### config.mk
export PLATFORM = sky130hd
export DESIGN_NAME = infix_expression_evaluator_core_flat
export DESIGN_NICKNAME = d
export VERILOG_FILES = /design/src/hdl/iee_pkg.sv /design/src/hdl/iee_if.sv /design/src/hdl/infix_expression_evaluator_core.sv /design/src/hdl/iee_muldiv.sv /design/src/hdl/iee_datapath.sv /design/src/hdl/iee_ctrl.sv /design/src/flat_wrapper.sv
export SDC_FILE = /design/constraint.sdc
export NUM_CORES = 2
export LEC_CHECK = 0
export ABC_CLOCK_PERIOD_IN_PS = 12000
export BUFFER_PORTS_ARGS = -buffer_cell sky130_fd_sc_hd__buf_4
export CORE_MARGIN = 1
export CORE_UTILIZATION = 50
export DETAILED_ROUTE_END_ITERATION = 6
export GPL_ROUTABILITY_DRIVEN = 0
export HOLD_SLACK_MARGIN = 0.05
export MAX_ROUTING_LAYER = met4
export PLACE_DENSITY = 0.73
export SKIP_LAST_GASP = 1
export SLEW_MARGIN = 20
export SYNTH_ARGS = -nofsm -noshare
export SYNTH_HDL_FRONTEND = slang
export SYNTH_SLANG_ARGS = --single-unit
### constraint.sdc
create_clock -name clk_i -period 12 [get_ports clk_i]
set_input_delay 0.6 -clock clk_i [delete_from_list [all_inputs] [get_ports clk_i]]
set_output_delay 0.6 -clock clk_i [all_outputs]
set_load 0.02 [all_outputs]
### src/hdl/iee_pkg.sv
`timescale 1ns / 1ps
`default_nettype none

package iee_pkg;

  // character codes the parser reacts to
  localparam logic [7:0] CH_PLUS  = 8'h2B;
  localparam logic [7:0] CH_MINUS = 8'h2D;
  localparam logic [7:0] CH_STAR  = 8'h2A;
  localparam logic [7:0] CH_SLASH = 8'h2F;
  localparam logic [7:0] CH_ZERO  = 8'h30;
  localparam logic [7:0] CH_NINE  = 8'h39;
  localparam logic [7:0] CH_SPACE = 8'h20;
  localparam logic [7:0] CH_TAB   = 8'h09;
  localparam logic [7:0] CH_CR    = 8'h0D;

  localparam int unsigned RESULT_WIDTH = 64;

  // parser position within the grammar
  typedef enum logic [1:0] {
    PH_EXPECT = 2'd0,
    PH_SIGN   = 2'd1,
    PH_NUMBER = 2'd2,
    PH_DONE   = 2'd3
  } phase_e;

  // operator waiting for the next number of the current term
  typedef enum logic [1:0] {
    OP_NONE = 2'd0,
    OP_MUL  = 2'd1,
    OP_DIV  = 2'd2
  } term_op_e;

  // controller to datapath commands
  typedef struct packed {
    logic load;
    logic step;
    logic commit;
    logic unit_write;
    logic after_op;
    logic fold_end;
    logic end_fail;
    logic emit;
  } cmd_t;

  // datapath to controller status
  typedef struct packed {
    logic need_commit;
    logic commit_unit;
    logic unit_done;
    logic phase_number;
    logic last;
    logic out_free;
  } sts_t;

  function automatic logic is_blank(input logic [7:0] c);
    return (c == CH_SPACE) || ((c >= CH_TAB) && (c <= CH_CR));
  endfunction

  function automatic logic is_digit(input logic [7:0] c);
    return (c >= CH_ZERO) && (c <= CH_NINE);
  endfunction

endpackage

`default_nettype wire

### src/hdl/iee_if.sv
`timescale 1ns / 1ps
`default_nettype none

// character item channel
interface iee_char_if;
  logic       valid;
  logic       ready;
  logic [7:0] char_code;
  logic       last_char;

  modport source (output valid, output char_code, output last_char, input ready);
  modport sink   (input valid, input char_code, input last_char, output ready);
endinterface

// result item channel
interface iee_result_if;
  logic               valid;
  logic               ready;
  logic signed [63:0] result_value;
  logic               error_flag;

  modport source (output valid, output result_value, output error_flag, input ready);
  modport sink   (input valid, input result_value, input error_flag, output ready);
endinterface

`default_nettype wire

### src/hdl/infix_expression_evaluator_core.sv
`timescale 1ns / 1ps
`default_nettype none

// channel    direction  payload                      handshake
// char_in_i  in         char_code[7:0], last_char    valid / ready
// res_out_o  out        result_value[63:0], error_flag  valid / ready
//
// Each item passes S_IDLE, S_DECODE and S_LAST; an item that ends a number
// also passes S_COMMIT and S_AFTER, with S_WAIT between them when that number
// closes a '*' or '/' on the shared shift-add / restoring divide unit.
// A final item inside a number then closes it and folds the term; every
// final item loads the output register in S_OUT. Items are taken only in S_IDLE.
// Reset clears the parser, so the first item starts a fresh expression.
// The result waits in an output register; a full register stalls only the
// next final item, not the characters before it.

module infix_expression_evaluator_core #(
  parameter int unsigned VALUE_WIDTH = 64
) (
  input  wire logic         clk_i,
  input  wire logic         rst_ni,
  iee_char_if.sink          char_in_i,
  iee_result_if.source      res_out_o
);

  iee_pkg::cmd_t cmd;
  iee_pkg::sts_t sts;

  iee_ctrl u_ctrl (
    .clk_i     (clk_i),
    .rst_ni    (rst_ni),
    .in_valid_i(char_in_i.valid),
    .in_ready_o(char_in_i.ready),
    .sts_i     (sts),
    .cmd_o     (cmd)
  );

  iee_datapath #(
    .VALUE_WIDTH(VALUE_WIDTH)
  ) u_datapath (
    .clk_i         (clk_i),
    .rst_ni        (rst_ni),
    .cmd_i         (cmd),
    .sts_o         (sts),
    .char_code_i   (char_in_i.char_code),
    .last_char_i   (char_in_i.last_char),
    .out_ready_i   (res_out_o.ready),
    .out_valid_o   (res_out_o.valid),
    .result_value_o(res_out_o.result_value),
    .error_flag_o  (res_out_o.error_flag)
  );

endmodule

`default_nettype wire

### src/hdl/iee_muldiv.sv
`timescale 1ns / 1ps
`default_nettype none

module iee_muldiv #(
  parameter int unsigned VALUE_WIDTH = 64
) (
  input  wire logic                   clk_i,
  input  wire logic                   rst_ni,
  input  wire logic                   start_i,
  input  wire logic                   div_i,
  input  wire logic [VALUE_WIDTH-1:0] a_i,
  input  wire logic [VALUE_WIDTH-1:0] b_i,
  output logic                        done_o,
  output logic [VALUE_WIDTH-1:0]      res_o
);

  localparam int unsigned W  = VALUE_WIDTH;
  localparam int unsigned CW = $clog2(W + 1);

  logic          busy_q, busy_d;
  logic          done_q, done_d;
  logic [CW-1:0] cnt_q, cnt_d;
  logic          div_q, div_d;
  logic          neg_q, neg_d;
  logic [W-1:0]  x_q, x_d;
  logic [W-1:0]  y_q, y_d;
  logic [W-1:0]  acc_q, acc_d;
  logic [W-1:0]  res_q, res_d;
  logic [W:0]    trial;
  logic [W-1:0]  a_mag, b_mag;

  assign a_mag = a_i[W-1] ? (W'(0) - a_i) : a_i;
  assign b_mag = b_i[W-1] ? (W'(0) - b_i) : b_i;
  // restoring division trial subtract
  assign trial = {acc_q, x_q[W-1]} - {1'b0, y_q};

  // one shift-add or one restoring step per cycle, then a result write that sign-fixes a quotient
  always_comb begin
    busy_d = busy_q;
    done_d = 1'b0;
    cnt_d  = cnt_q;
    div_d  = div_q;
    neg_d  = neg_q;
    x_d    = x_q;
    y_d    = y_q;
    acc_d  = acc_q;
    res_d  = res_q;
    if (start_i) begin
      busy_d = 1'b1;
      cnt_d  = '0;
      div_d  = div_i;
      neg_d  = a_i[W-1] ^ b_i[W-1];
      x_d    = div_i ? a_mag : a_i;
      y_d    = div_i ? b_mag : b_i;
      acc_d  = '0;
    end else if (busy_q) begin
      if (cnt_q == CW'(W)) begin
        busy_d = 1'b0;
        done_d = 1'b1;
        res_d  = div_q ? (neg_q ? (W'(0) - x_q) : x_q) : acc_q;
      end else begin
        cnt_d = cnt_q + CW'(1);
        if (div_q) begin
          if (!trial[W]) begin
            acc_d = trial[W-1:0];
            x_d   = {x_q[W-2:0], 1'b1};
          end else begin
            acc_d = {acc_q[W-2:0], x_q[W-1]};
            x_d   = {x_q[W-2:0], 1'b0};
          end
        end else begin
          if (y_q[0]) begin
            acc_d = acc_q + x_q;
          end
          x_d = {x_q[W-2:0], 1'b0};
          y_d = {1'b0, y_q[W-1:1]};
        end
      end
    end
  end

  // control registers
  always_ff @(posedge clk_i or negedge rst_ni) begin
    if (!rst_ni) begin
      busy_q <= 1'b0;
      done_q <= 1'b0;
      cnt_q  <= '0;
    end else begin
      busy_q <= busy_d;
      done_q <= done_d;
      cnt_q  <= cnt_d;
    end
  end

  // operand and result registers
  always_ff @(posedge clk_i) begin
    div_q <= div_d;
    neg_q <= neg_d;
    x_q   <= x_d;
    y_q   <= y_d;
    acc_q <= acc_d;
    res_q <= res_d;
  end

  assign done_o = done_q;
  assign res_o  = res_q;

endmodule

`default_nettype wire

### src/hdl/iee_datapath.sv
`timescale 1ns / 1ps
`default_nettype none

module iee_datapath #(
  parameter int unsigned VALUE_WIDTH = 64
) (
  input  wire logic                 clk_i,
  input  wire logic                 rst_ni,
  input  wire iee_pkg::cmd_t        cmd_i,
  output iee_pkg::sts_t             sts_o,
  input  wire logic [7:0]           char_code_i,
  input  wire logic                 last_char_i,
  input  wire logic                 out_ready_i,
  output logic                      out_valid_o,
  output logic signed [63:0]        result_value_o,
  output logic                      error_flag_o
);

  localparam int unsigned W = VALUE_WIDTH;

  logic [7:0]        char_q;
  logic              last_q;
  iee_pkg::phase_e   phase_q, phase_d;
  logic [W-1:0]      sum_q, sum_d;
  logic              sub_q, sub_d;
  logic [W-1:0]      term_q, term_d;
  iee_pkg::term_op_e top_q, top_d;
  logic [W-1:0]      num_q, num_d;
  logic              neg_q, neg_d;
  logic              err_q, err_d;
  logic              out_valid_q, out_valid_d;
  logic [63:0]       res_q, res_d;
  logic              res_err_q, res_err_d;

  logic              blank, digit;
  logic [7:0]        digit_val;
  logic [W-1:0]      digit_w;
  logic [W-1:0]      num_value;
  logic [W-1:0]      sum_fold;
  logic              commit_unit;
  logic              unit_start;
  logic              unit_done;
  logic [W-1:0]      unit_res;

  // character classes and number value
  assign blank     = iee_pkg::is_blank(char_q);
  assign digit     = iee_pkg::is_digit(char_q);
  assign digit_val = char_q - iee_pkg::CH_ZERO;
  assign digit_w   = W'(digit_val);
  assign num_value = neg_q ? (W'(0) - num_q) : num_q;
  assign sum_fold  = sub_q ? (sum_q - term_q) : (sum_q + term_q);
  assign commit_unit = (top_q == iee_pkg::OP_MUL) ||
                       ((top_q == iee_pkg::OP_DIV) && (num_value != '0));
  assign unit_start  = cmd_i.commit && commit_unit;

  iee_muldiv #(
    .VALUE_WIDTH(W)
  ) u_muldiv (
    .clk_i  (clk_i),
    .rst_ni (rst_ni),
    .start_i(unit_start),
    .div_i  (top_q == iee_pkg::OP_DIV),
    .a_i    (term_q),
    .b_i    (num_value),
    .done_o (unit_done),
    .res_o  (unit_res)
  );

  // parser state updates
  always_comb begin
    phase_d     = phase_q;
    sum_d       = sum_q;
    sub_d       = sub_q;
    term_d      = term_q;
    top_d       = top_q;
    num_d       = num_q;
    neg_d       = neg_q;
    err_d       = err_q;
    res_d       = res_q;
    res_err_d   = res_err_q;
    out_valid_d = out_ready_i ? 1'b0 : out_valid_q;

    // plain character step
    if (cmd_i.step && !blank && (phase_q != iee_pkg::PH_DONE)) begin
      case (phase_q)
        iee_pkg::PH_EXPECT: begin
          if (char_q == iee_pkg::CH_MINUS) begin
            neg_d   = 1'b1;
            phase_d = iee_pkg::PH_SIGN;
          end else if (digit) begin
            num_d   = digit_w;
            phase_d = iee_pkg::PH_NUMBER;
          end else begin
            err_d   = 1'b1;
            phase_d = iee_pkg::PH_DONE;
          end
        end
        iee_pkg::PH_SIGN: begin
          if (digit) begin
            num_d   = digit_w;
            phase_d = iee_pkg::PH_NUMBER;
          end else begin
            err_d   = 1'b1;
            phase_d = iee_pkg::PH_DONE;
          end
        end
        iee_pkg::PH_NUMBER: begin
          if (digit) begin
            num_d = (num_q << 3) + (num_q << 1) + digit_w;
          end
        end
        default: begin
        end
      endcase
    end

    // close the number into the current term
    if (cmd_i.commit) begin
      if (!commit_unit) begin
        if (top_q == iee_pkg::OP_DIV) begin
          err_d   = 1'b1;
          phase_d = iee_pkg::PH_DONE;
        end else begin
          term_d = num_value;
        end
      end
      top_d = iee_pkg::OP_NONE;
      num_d = '0;
      neg_d = 1'b0;
    end

    if (cmd_i.unit_write) begin
      term_d = unit_res;
    end

    // operator or other character that ended a number
    if (cmd_i.after_op && !err_q) begin
      if ((char_q == iee_pkg::CH_PLUS) || (char_q == iee_pkg::CH_MINUS)) begin
        sum_d   = sum_fold;
        term_d  = '0;
        sub_d   = (char_q == iee_pkg::CH_MINUS);
        phase_d = iee_pkg::PH_EXPECT;
      end else if ((char_q == iee_pkg::CH_STAR) || (char_q == iee_pkg::CH_SLASH)) begin
        top_d   = (char_q == iee_pkg::CH_STAR) ? iee_pkg::OP_MUL : iee_pkg::OP_DIV;
        phase_d = iee_pkg::PH_EXPECT;
      end else begin
        sum_d   = sum_fold;
        term_d  = '0;
        sub_d   = 1'b0;
        phase_d = iee_pkg::PH_DONE;
      end
    end

    if (cmd_i.fold_end && !err_q) begin
      sum_d  = sum_fold;
      term_d = '0;
      sub_d  = 1'b0;
    end

    // expression ended outside a number
    if (cmd_i.end_fail && (phase_q != iee_pkg::PH_DONE)) begin
      err_d   = 1'b1;
      phase_d = iee_pkg::PH_DONE;
    end

    // hand the value over and start afresh
    if (cmd_i.emit) begin
      out_valid_d = 1'b1;
      res_err_d   = err_q;
      res_d       = err_q ? '0 : iee_pkg::RESULT_WIDTH'(signed'(sum_q));
      phase_d     = iee_pkg::PH_EXPECT;
      sum_d       = '0;
      sub_d       = 1'b0;
      term_d      = '0;
      top_d       = iee_pkg::OP_NONE;
      num_d       = '0;
      neg_d       = 1'b0;
      err_d       = 1'b0;
    end
  end

  // parser state registers
  always_ff @(posedge clk_i or negedge rst_ni) begin
    if (!rst_ni) begin
      phase_q     <= iee_pkg::PH_EXPECT;
      sum_q       <= '0;
      sub_q       <= 1'b0;
      term_q      <= '0;
      top_q       <= iee_pkg::OP_NONE;
      num_q       <= '0;
      neg_q       <= 1'b0;
      err_q       <= 1'b0;
      out_valid_q <= 1'b0;
    end else begin
      phase_q     <= phase_d;
      sum_q       <= sum_d;
      sub_q       <= sub_d;
      term_q      <= term_d;
      top_q       <= top_d;
      num_q       <= num_d;
      neg_q       <= neg_d;
      err_q       <= err_d;
      out_valid_q <= out_valid_d;
    end
  end

  // captured item and output payload
  always_ff @(posedge clk_i) begin
    if (cmd_i.load) begin
      char_q <= char_code_i;
      last_q <= last_char_i;
    end
    res_q     <= res_d;
    res_err_q <= res_err_d;
  end

  assign sts_o.need_commit  = (phase_q == iee_pkg::PH_NUMBER) && !blank && !digit;
  assign sts_o.commit_unit  = commit_unit;
  assign sts_o.unit_done    = unit_done;
  assign sts_o.phase_number = (phase_q == iee_pkg::PH_NUMBER);
  assign sts_o.last         = last_q;
  assign sts_o.out_free     = !out_valid_q || out_ready_i;

  assign out_valid_o    = out_valid_q;
  assign result_value_o = res_q;
  assign error_flag_o   = res_err_q;

endmodule

`default_nettype wire

### src/hdl/iee_ctrl.sv
`timescale 1ns / 1ps
`default_nettype none

module iee_ctrl (
  input  wire logic          clk_i,
  input  wire logic          rst_ni,
  input  wire logic          in_valid_i,
  output logic               in_ready_o,
  input  wire iee_pkg::sts_t sts_i,
  output iee_pkg::cmd_t      cmd_o
);

  typedef enum logic [6:0] {
    S_IDLE   = 7'b0000001,
    S_DECODE = 7'b0000010,
    S_COMMIT = 7'b0000100,
    S_WAIT   = 7'b0001000,
    S_AFTER  = 7'b0010000,
    S_LAST   = 7'b0100000,
    S_OUT    = 7'b1000000
  } state_e;

  state_e state_q, state_d;
  logic   flush_q, flush_d;

  // sequencing of one item
  always_comb begin
    state_d    = state_q;
    flush_d    = flush_q;
    cmd_o      = '0;
    in_ready_o = 1'b0;
    unique case (state_q)
      S_IDLE: begin
        in_ready_o = 1'b1;
        if (in_valid_i) begin
          cmd_o.load = 1'b1;
          state_d    = S_DECODE;
        end
      end
      S_DECODE: begin
        if (sts_i.need_commit) begin
          flush_d = 1'b0;
          state_d = S_COMMIT;
        end else begin
          cmd_o.step = 1'b1;
          state_d    = S_LAST;
        end
      end
      S_COMMIT: begin
        cmd_o.commit = 1'b1;
        state_d      = sts_i.commit_unit ? S_WAIT : S_AFTER;
      end
      S_WAIT: begin
        if (sts_i.unit_done) begin
          cmd_o.unit_write = 1'b1;
          state_d          = S_AFTER;
        end
      end
      S_AFTER: begin
        if (flush_q) begin
          cmd_o.fold_end = 1'b1;
          state_d        = S_OUT;
        end else begin
          cmd_o.after_op = 1'b1;
          state_d        = S_LAST;
        end
      end
      S_LAST: begin
        if (!sts_i.last) begin
          state_d = S_IDLE;
        end else if (sts_i.phase_number) begin
          flush_d = 1'b1;
          state_d = S_COMMIT;
        end else begin
          cmd_o.end_fail = 1'b1;
          state_d        = S_OUT;
        end
      end
      S_OUT: begin
        if (sts_i.out_free) begin
          cmd_o.emit = 1'b1;
          state_d    = S_IDLE;
        end
      end
      default: begin
        state_d = S_IDLE;
      end
    endcase
  end

  // state registers
  always_ff @(posedge clk_i or negedge rst_ni) begin
    if (!rst_ni) begin
      state_q <= S_IDLE;
      flush_q <= 1'b0;
    end else begin
      state_q <= state_d;
      flush_q <= flush_d;
    end
  end

endmodule

`default_nettype wire

### src/flat_wrapper.sv
// flat-port wrapper written by rule: the top's interface ports become plain ports
module infix_expression_evaluator_core_flat 
#(
  parameter int unsigned VALUE_WIDTH = 64
)
  (clk_i, rst_ni, char_in_i_valid, char_in_i_char_code, char_in_i_last_char, char_in_i_ready, res_out_o_valid, res_out_o_result_value, res_out_o_error_flag, res_out_o_ready);
  iee_char_if char_in_i_i ();
  iee_result_if res_out_o_i ();
  input  wire logic clk_i;
  input  wire logic rst_ni;
  input wire logic [$bits(char_in_i_i.valid)-1:0] char_in_i_valid;
  input wire logic [$bits(char_in_i_i.char_code)-1:0] char_in_i_char_code;
  input wire logic [$bits(char_in_i_i.last_char)-1:0] char_in_i_last_char;
  output wire logic [$bits(char_in_i_i.ready)-1:0] char_in_i_ready;
  output wire logic [$bits(res_out_o_i.valid)-1:0] res_out_o_valid;
  output wire logic [$bits(res_out_o_i.result_value)-1:0] res_out_o_result_value;
  output wire logic [$bits(res_out_o_i.error_flag)-1:0] res_out_o_error_flag;
  input wire logic [$bits(res_out_o_i.ready)-1:0] res_out_o_ready;
  assign char_in_i_i.valid = char_in_i_valid;
  assign char_in_i_i.char_code = char_in_i_char_code;
  assign char_in_i_i.last_char = char_in_i_last_char;
  assign char_in_i_ready = char_in_i_i.ready;
  assign res_out_o_valid = res_out_o_i.valid;
  assign res_out_o_result_value = res_out_o_i.result_value;
  assign res_out_o_error_flag = res_out_o_i.error_flag;
  assign res_out_o_i.ready = res_out_o_ready;
  infix_expression_evaluator_core #(.VALUE_WIDTH(VALUE_WIDTH)) u_core (.clk_i(clk_i), .rst_ni(rst_ni), .char_in_i(char_in_i_i), .res_out_o(res_out_o_i));
endmodule
Yosys cells after proc, flatten, opt, wreduce, memory -nomap -nowiden:

Cells that the tools add are included.

* bits in registers: 549

* $add $sub $neg: 12
* magnitude comparators: 4
* equal/unequal tests: 29
* multiplexer cells: 118
* bitwise logic cells: 3
* reductions and logical operators: 40

Operator list (number)
* two-way mux 64 bit: 38
* subtractor 1 x 64 -> 64 bit, first input constant: 4
* adder 64 bit: 3
* one-hot mux 64 bit (3 select lines): 1
* subtractor 65 x 64 -> 65 bit: 1
* adder 64 x 8 -> 64 bit: 1
* nonzero test 64 bit: 1
* subtractor 64 bit: 1
* two-way mux 7 bit: 9
* one-hot mux 7 bit (7 select lines): 1
* two-way mux 1 bit: 47
* equality test 8 x 6 -> 1 bit, second input constant: 5
* two-way mux 2 bit: 17
* AND reduction 3 bit: 5
* equality test 7 bit, second input constant: 2
* nonzero test 3 bit: 4
* logical AND 1 bit: 11
* inequality test 2 x 1 -> 1 bit, second input constant: 5
* greater-or-equal comparator 8 x 4 -> 1 bit, second input constant: 1
* greater-or-equal comparator 8 x 6 -> 1 bit, second input constant: 1
* less-or-equal comparator 8 x 4 -> 1 bit, second input constant: 1
* less-or-equal comparator 8 x 6 -> 1 bit, second input constant: 1
* inequality test 2 bit, second input constant: 4
* inequality test 4 x 3 -> 1 bit, second input constant: 2
* other kinds (24): 40

Logic depth before layout (Yosys ltp):

* word-level depth: 17
* gate-level depth with buffers: 24

Modules after synthesis:

Synthesis repeated with hierarchy kept, for this count alone.

* cells, all modules: 5476
* area total of the unflattened synthesis: 45645.0 sq um

Modules (own cells, without submodules)
* iee_muldiv: instances 1, cells an instance 2860, area an instance 22970.8 sq um, seq. area each 7332.0 sq um
* iee_datapath: instances 1, cells an instance 2552, area an instance 22122.5 sq um, seq. area each 7226.9 sq um
* iee_ctrl: instances 1, cells an instance 64, area an instance 551.8 sq um, seq. area each 201.4 sq um

Worst setup path before layout:

No wires, ideal clock.

* path type: flip-flop to flip-flop
* start: register u_core.u_datapath.num_q[0]
* end: register u_core.u_datapath.u_muldiv.res_q[0] (netlist: u_core.u_datapath.u_muldiv.res_o[0]), enable pin
* setup time: 578 ps
* arrival time: 8824 ps
* data required time: 11422 ps
* setup slack: 2598 ps
* cell stages (with the launch flop): 18
* period minus slack after synthesis: 9402 ps
* cell sequence: dfrtp_1 > clkbuf_1 > inv_1 > ha_1 > nor4b_4 > nand3_4 > or4_1 > buf_2 > o31a_1 > xor2_1 > or4_1 > nor3b_2 > a41oi_2 > nand2_4 > inv_2 > buf_6 > buf_2 > nor3b_1

* word-level cells in the longest chain between the ends: 8

RTL lines
* start, declared: RTL line iee_datapath.sv:28 `logic [W-1:0] num_q, num_d;`
* start signal, assigned: RTL line iee_datapath.sv:200 `num_q <= num_d;`
* subtractor 1 x 64 -> 64 bit: RTL line iee_datapath.sv:50 `assign num_value = neg_q ? (W'(0) - num_q) : num_q;`
* two-way mux 64 bit (*): RTL line iee_datapath.sv:50
* nonzero test 64 bit (*): RTL line iee_datapath.sv:53 `((top_q == iee_pkg::OP_DIV) && (num_value != '0));`
* logical AND 1 bit (*): RTL line iee_datapath.sv:53
* logical OR 1 bit (*): RTL line iee_datapath.sv:52 `assign commit_unit = (top_q == iee_pkg::OP_MUL) ||`
* logical AND 1 bit (*): RTL line iee_datapath.sv:54 `assign unit_start = cmd_i.commit && commit_unit;`
* inverter 1 bit (no source line) (*)
* AND reduction 3 bit (no source line) (*)
* end signal, assigned: RTL line iee_muldiv.sv:102 `res_q <= res_d;`
* end, declared: RTL line iee_muldiv.sv:28 `logic [W-1:0] res_q, res_d;`

Every way passes the cells marked *; elsewhere a longest branch is shown, timed or not.
A chain may end at the register's enable or synchronous reset.

Final worst setup path:

* start: register u_core.u_datapath.num_q[0]
* end: register u_core.u_datapath.u_muldiv.y_q[13], enable pin

* word-level cells in the longest chain between the ends: 8

RTL lines
* subtractor 1 x 64 -> 64 bit: RTL line iee_datapath.sv:50
* two-way mux 64 bit (*): RTL line iee_datapath.sv:50
* nonzero test 64 bit (*): RTL line iee_datapath.sv:53
* logical AND 1 bit (*): RTL line iee_datapath.sv:53
* logical OR 1 bit (*): RTL line iee_datapath.sv:52
* logical AND 1 bit (*): RTL line iee_datapath.sv:54
* inequality test 2 x 1 -> 1 bit (no source line) / nonzero test 2 bit (equally long branches)
* AND reduction 3 bit (no source line) (*)
* end signal, assigned: RTL line iee_muldiv.sv:100 `y_q <= y_d;`
* end, declared: RTL line iee_muldiv.sv:26 `logic [W-1:0] y_q, y_d;`

Marked as above.

==> metrics.md <==
| Metric | Value |
|---|---|
| Antenna-violating nets left | 0 |
| Die width | 302.7 um |
| I/O Buffers | 79 |
| Combined area of all synthesized cells | 45210 um2 |
| Clk network pwr share | 25.6% |
| Buffering stage count on the worst path with inverters included | 3 |
| Net switching fraction of the power | 41.52% |
| Combinational family with the most area after synthesis | compound AO/OA/AOI/OAI gates |
| Net count after synthesis | 5802 |
| Highest-count cells in the layout ignoring fill and taps | sky130_fd_sc_hd__nand2_1, sky130_fd_sc_hd__nor2_1, sky130_fd_sc_hd__a21oi_1 |
| Full die area | 91630 um2 |
| Synth area leaders | sky130_fd_sc_hd__edfxtp_1, sky130_fd_sc_hd__dfrtp_1, sky130_fd_sc_hd__ha_1 |
| Multiplexer share of the synthesized area | 1.500% |
| Post-layout total power | 7.852 mW |
| Remaining routing DRC violations | 6 |
| Antenna violations before repair | 15 |
| Total non-filler cell area in the finished layout | 48640 um2 |
| Via count of the first global-routing pass | 38640 |
| Slowest stage delay, CP | 0.74 ns |
| Number of clock sinks seen by CTS | 549 |
| I/O Pins | 80 |
| Quantity of hold-fixing buffers added after cts | 1 |
| Share of synthesized cell area in and, or, nand and nor gates | 18.60% |
| Maximum vdd ir drop | 169.4 uV |
| Number of storage elements in the synthesis netlist | 549 |
| Signed area change from the synthesized netlist to the final layout | 7.583% |
| Aggregate routed wire length | 147000 um |
| Peak clock frequency supported by timing | 143.3 MHz |
| Data required time of the critical path | 12.31 ns |
| Main flop type after synthesis | sky130_fd_sc_hd__edfxtp_1 |
| Fillers | 8165 |
| Worst rel slew slack | 11.12% |
| Inserted Clock Buffers | 61 |
| Internal reg-to-reg setup slack | 5.02 ns |
| Total number of vias | 42320 |
| Violations in the final reports | DRC |
| Number of flops mapped to enable cells by yosys | 268 |
| Critical Path Source Type | flip-flop |
| Number of buffers between clock root and the deepest sink | 3 |
| XOR/XNOR share of the synthesized area | 10.54% |
| Post-route setup TNS | 0 ns |
| Largest net degree at the start of global routing | 143 |
| Post-CTS setup buffers | 0 |
| H-tree lvl count | 2 |
| Number of warnings issued by yosys | 0 |
| TritonCTS clock tree | yes |
| Net switching power figure | 3.260 mW |
| Worst-path clk slew | 0.07 ns |
| Compound-cell area share of the yosys netlist | 23.40% |
| Final Skew | 0.02276 ns |
| First-pass iteration count of the detailed router | 7 |
| Fraction of registers with async set/reset | 39.53% |
| Clock latency on the worst-skew pair | 0.66 ns |
| Y dimension of the die | 302.7 um |
| Sequential cell area fraction in the yosys report | 32.65% |
| Worst slack at placement | 5.272 ns |
| Areal power density over the cells | 161.4 nW/um2 |
| Run status | complete, but fails checks |
| Setup violations, final | 0 |
| Cell-by-cell listing of the critical path | inv_1 -> ha_1 -> nor4b_4 -> nand3_4 -> or4_1 -> o31ai_1 -> xor2_1 -> nand4_1 -> nor4_4 -> a41oi_2 -> nand2_8 -> buf_4 -> o21ai_4 -> buf_4 |
| CP Class | reg -> reg |
| Share of Yosys cell area claimed by the top area cell type | 17.80% |
| Cts repair resizes | 0 |
| Delay-heaviest family, CP | simple AND/OR/NAND/NOR gates |
| Share of total power in combinational logic | 44.3% |
| Part of the power in registers | 30.1% |
| Wire length of the first global-routing pass | 224500 um |
| Post-synthesis share of cell area spent on full adders, half adders and majority gates | 9.199% |
| Mean cell area of the mapped netlist | 8.278 um2 |
| Period Utilization, post-route | 58.16% |
| Total overflow reported by the global router | 0 |
| Setup crit end kind | flip-flop |
| First-iteration detailed-routing DRC count | 5219 |
| P_leak | 20.01 nW |
| Cell count after synthesis | 5462 |
| Layout cells sized above 1 | 6.351% |
| Core region area | 88920 um2 |
| Type of the most critical hold path | in -> reg |
| # Max-Cap Violations | 0 |
| All-layer global routing usage | 32.09% |
| Effective utilization at floorplan | 50.85% |
| Slew @ Worst Pin | 1.325 ns |
| Data arrival time of the critical path | 7.29 ns |
| Most numerous cell on the critical path | sky130_fd_sc_hd__buf_4 |
| Shortest clock period the worst path allows after layout | 6.980 ns |
| Commonest non-fill, non-tap cell in the layout | sky130_fd_sc_hd__nand2_1 |
| Critical path peak fanout | 134 |
| Vias/cell | 6.444 |
| Netlist cell types | 98 |
| Final hold vios | 0 |
| Critical Path Slowest Stage Cell | sky130_fd_sc_hd__or4_1 |
| Core Rows | 109 |
| Final core utilization | 54.70% |
| CTS Root Buffer Type | sky130_fd_sc_hd__clkbuf_16 |
| Average wire per cell in the routed design | 22.38 um |
| Final slew viol count | 0 |
| Yosys top cell by area | sky130_fd_sc_hd__edfxtp_1 |
| Placed standard-cell area | 46450 um2 |
| Int Pwr | 4.592 mW |
| Setup slack of the critical path after layout | 5.020 ns |
| Unrepaired setup endpoints after global routing | no |
| Number of nets in the final layout | 5672 |
| Half-perimeter wire length of the detailed placement result | 111600 um |
-- final cells by class --
class | count | area, um2 | share of cell area [%]
Clock inverter | 33 | 387.9 | 0.7974
Tap cell | 1165 | 1458 | 2.997
Antenna cell | 17 | 42.54 | 0.08746
Multi-Input combinational cell | 4438 | 28700 | 59.00
Clock buffer | 83 | 1740 | 3.578
Timing Repair Buffer | 118 | 928.4 | 1.909
Inverter | 164 | 620.6 | 1.276
Sequential cell | 549 | 14760 | 30.35
-- registers in the layout, summed over array words and instances (netlist names), 2 cells and up --
register	count
u_core.u_datapath.u_muldiv.x_q	64
u_core.u_datapath.sum_q	64
u_core.u_datapath.u_muldiv.res_o	64
u_core.u_datapath.u_muldiv.acc_q	64
u_core.u_ctrl.state_q	7
u_core.u_datapath.top_q	2
u_core.u_datapath.num_q	64
u_core.u_datapath.u_muldiv.cnt_q	7
u_core.u_datapath.term_q	64
u_core.u_datapath.result_value_o	64
u_core.u_datapath.phase_q	2
u_core.u_datapath.u_muldiv.y_q	64
u_core.u_datapath.char_q	8
-- worst reg2reg max path: cells and delay by family, from the launching register on --
family | cells | cell delay, ns
flops | 1 | 0.53
xor+xnor | 1 | 0.45
buf+inv | 3 | 1.49
compound gates | 3 | 0.94
fa+ha+maj | 1 | 0.31
simple gates | 6 | 2.89
-- power by group through the flow --
stage,registers (mW),clock network (mW),logic [mW]
after CTS,2.36,2.02,3.40
after detailed placement,2.39,0,3.38
after global placement,2.39,0,3.33
final,2.36,2.01,3.48
after global routing,2.38,2.09,3.84
after floorplan,2.28,0,2.64
-- through the flow --
step | instances | hold WS, ns
6_report | 6567 | 0.1170
5_1_grt | 6564 | 0.1020
4_1_cts | 6550 | 0.09046
3_5_place_dp | 6433 | 0.4722
3_3_place_gp | 6432 | 0.4643
2_1_floorplan | 5462 | 0.3044
-- path summary, 6_finish.rpt --
| check | startpoint | to | depth (start not counted) |
|---|---|---|---|
| max | u_core.u_datapath.num_q[0] | u_core.u_datapath.u_muldiv.y_q[13] | 14 |
| min | char_in_i_last_char | u_core.u_datapath.last_q | 1 |
| max reg2reg | u_core.u_datapath.num_q[0] | u_core.u_datapath.u_muldiv.y_q[13] | 14 |
| min reg2reg | u_core.u_datapath.u_muldiv.res_o[28] | u_core.u_datapath.term_q[28] | 2 |
| max in group asynchronous | rst_ni | u_core.u_datapath.sub_q | 3 |
| min in group asynchronous | rst_ni | u_core.u_datapath.term_q[62] | 2 |
-- per-layer routing --
| layer | vias up | GRT usage (%) | part of all wire [%] |
|---|---|---|---|
| met3 | 482 | 8.758 | 11 |
| li1 | 19560 | - | - |
| met1 | 20120 | 41.52 | 41 |
| met2 | 2157 | 47.55 | 44 |
| met5 | - | - | 0 |
| met4 | 0 | 12.30 | 4.4 |
-- Yosys cell counts (all sizes together), types with 14 or more instances --
library cell  number
and3              40
nor2b             96
o31ai             53
nor4              48
nor2             565
and2              24
xnor2            308
buf               56
a21boi            24
o41ai             39
o21a              38
a221oi            17
dfrtp            216
xor2             235
a21oi            558
nor3b             14
a31oi             58
o21ai            447
nand4             74
clkbuf           255
nand3             79
nor3              99
a21o             134
dfxtp             64
inv              162
a211oi           107
or3               42
o221ai            20
mux2i             34
or2               22
edfxtp           268
nand2b            37
o211ai            18
nand2            593
a41oi             14
ha               318
o21bai            54
mux2              30
or4               31
-- cells by family (layout without fill, tap and decap cells) --
family                   count (synthesis)  in the layout
multiplexers                            64             64
adder cells (fa/ha/maj)                327            327
AND/OR/NAND/NOR                       1797           1797
buffers and inverters                  475            398
XOR/XNOR                               543            543
AO/OA/AOI/OAI                         1707           1707
other                                    0             17
flip-flops                             549            549
Note: power is estimated with default switching activity, not from simulation.
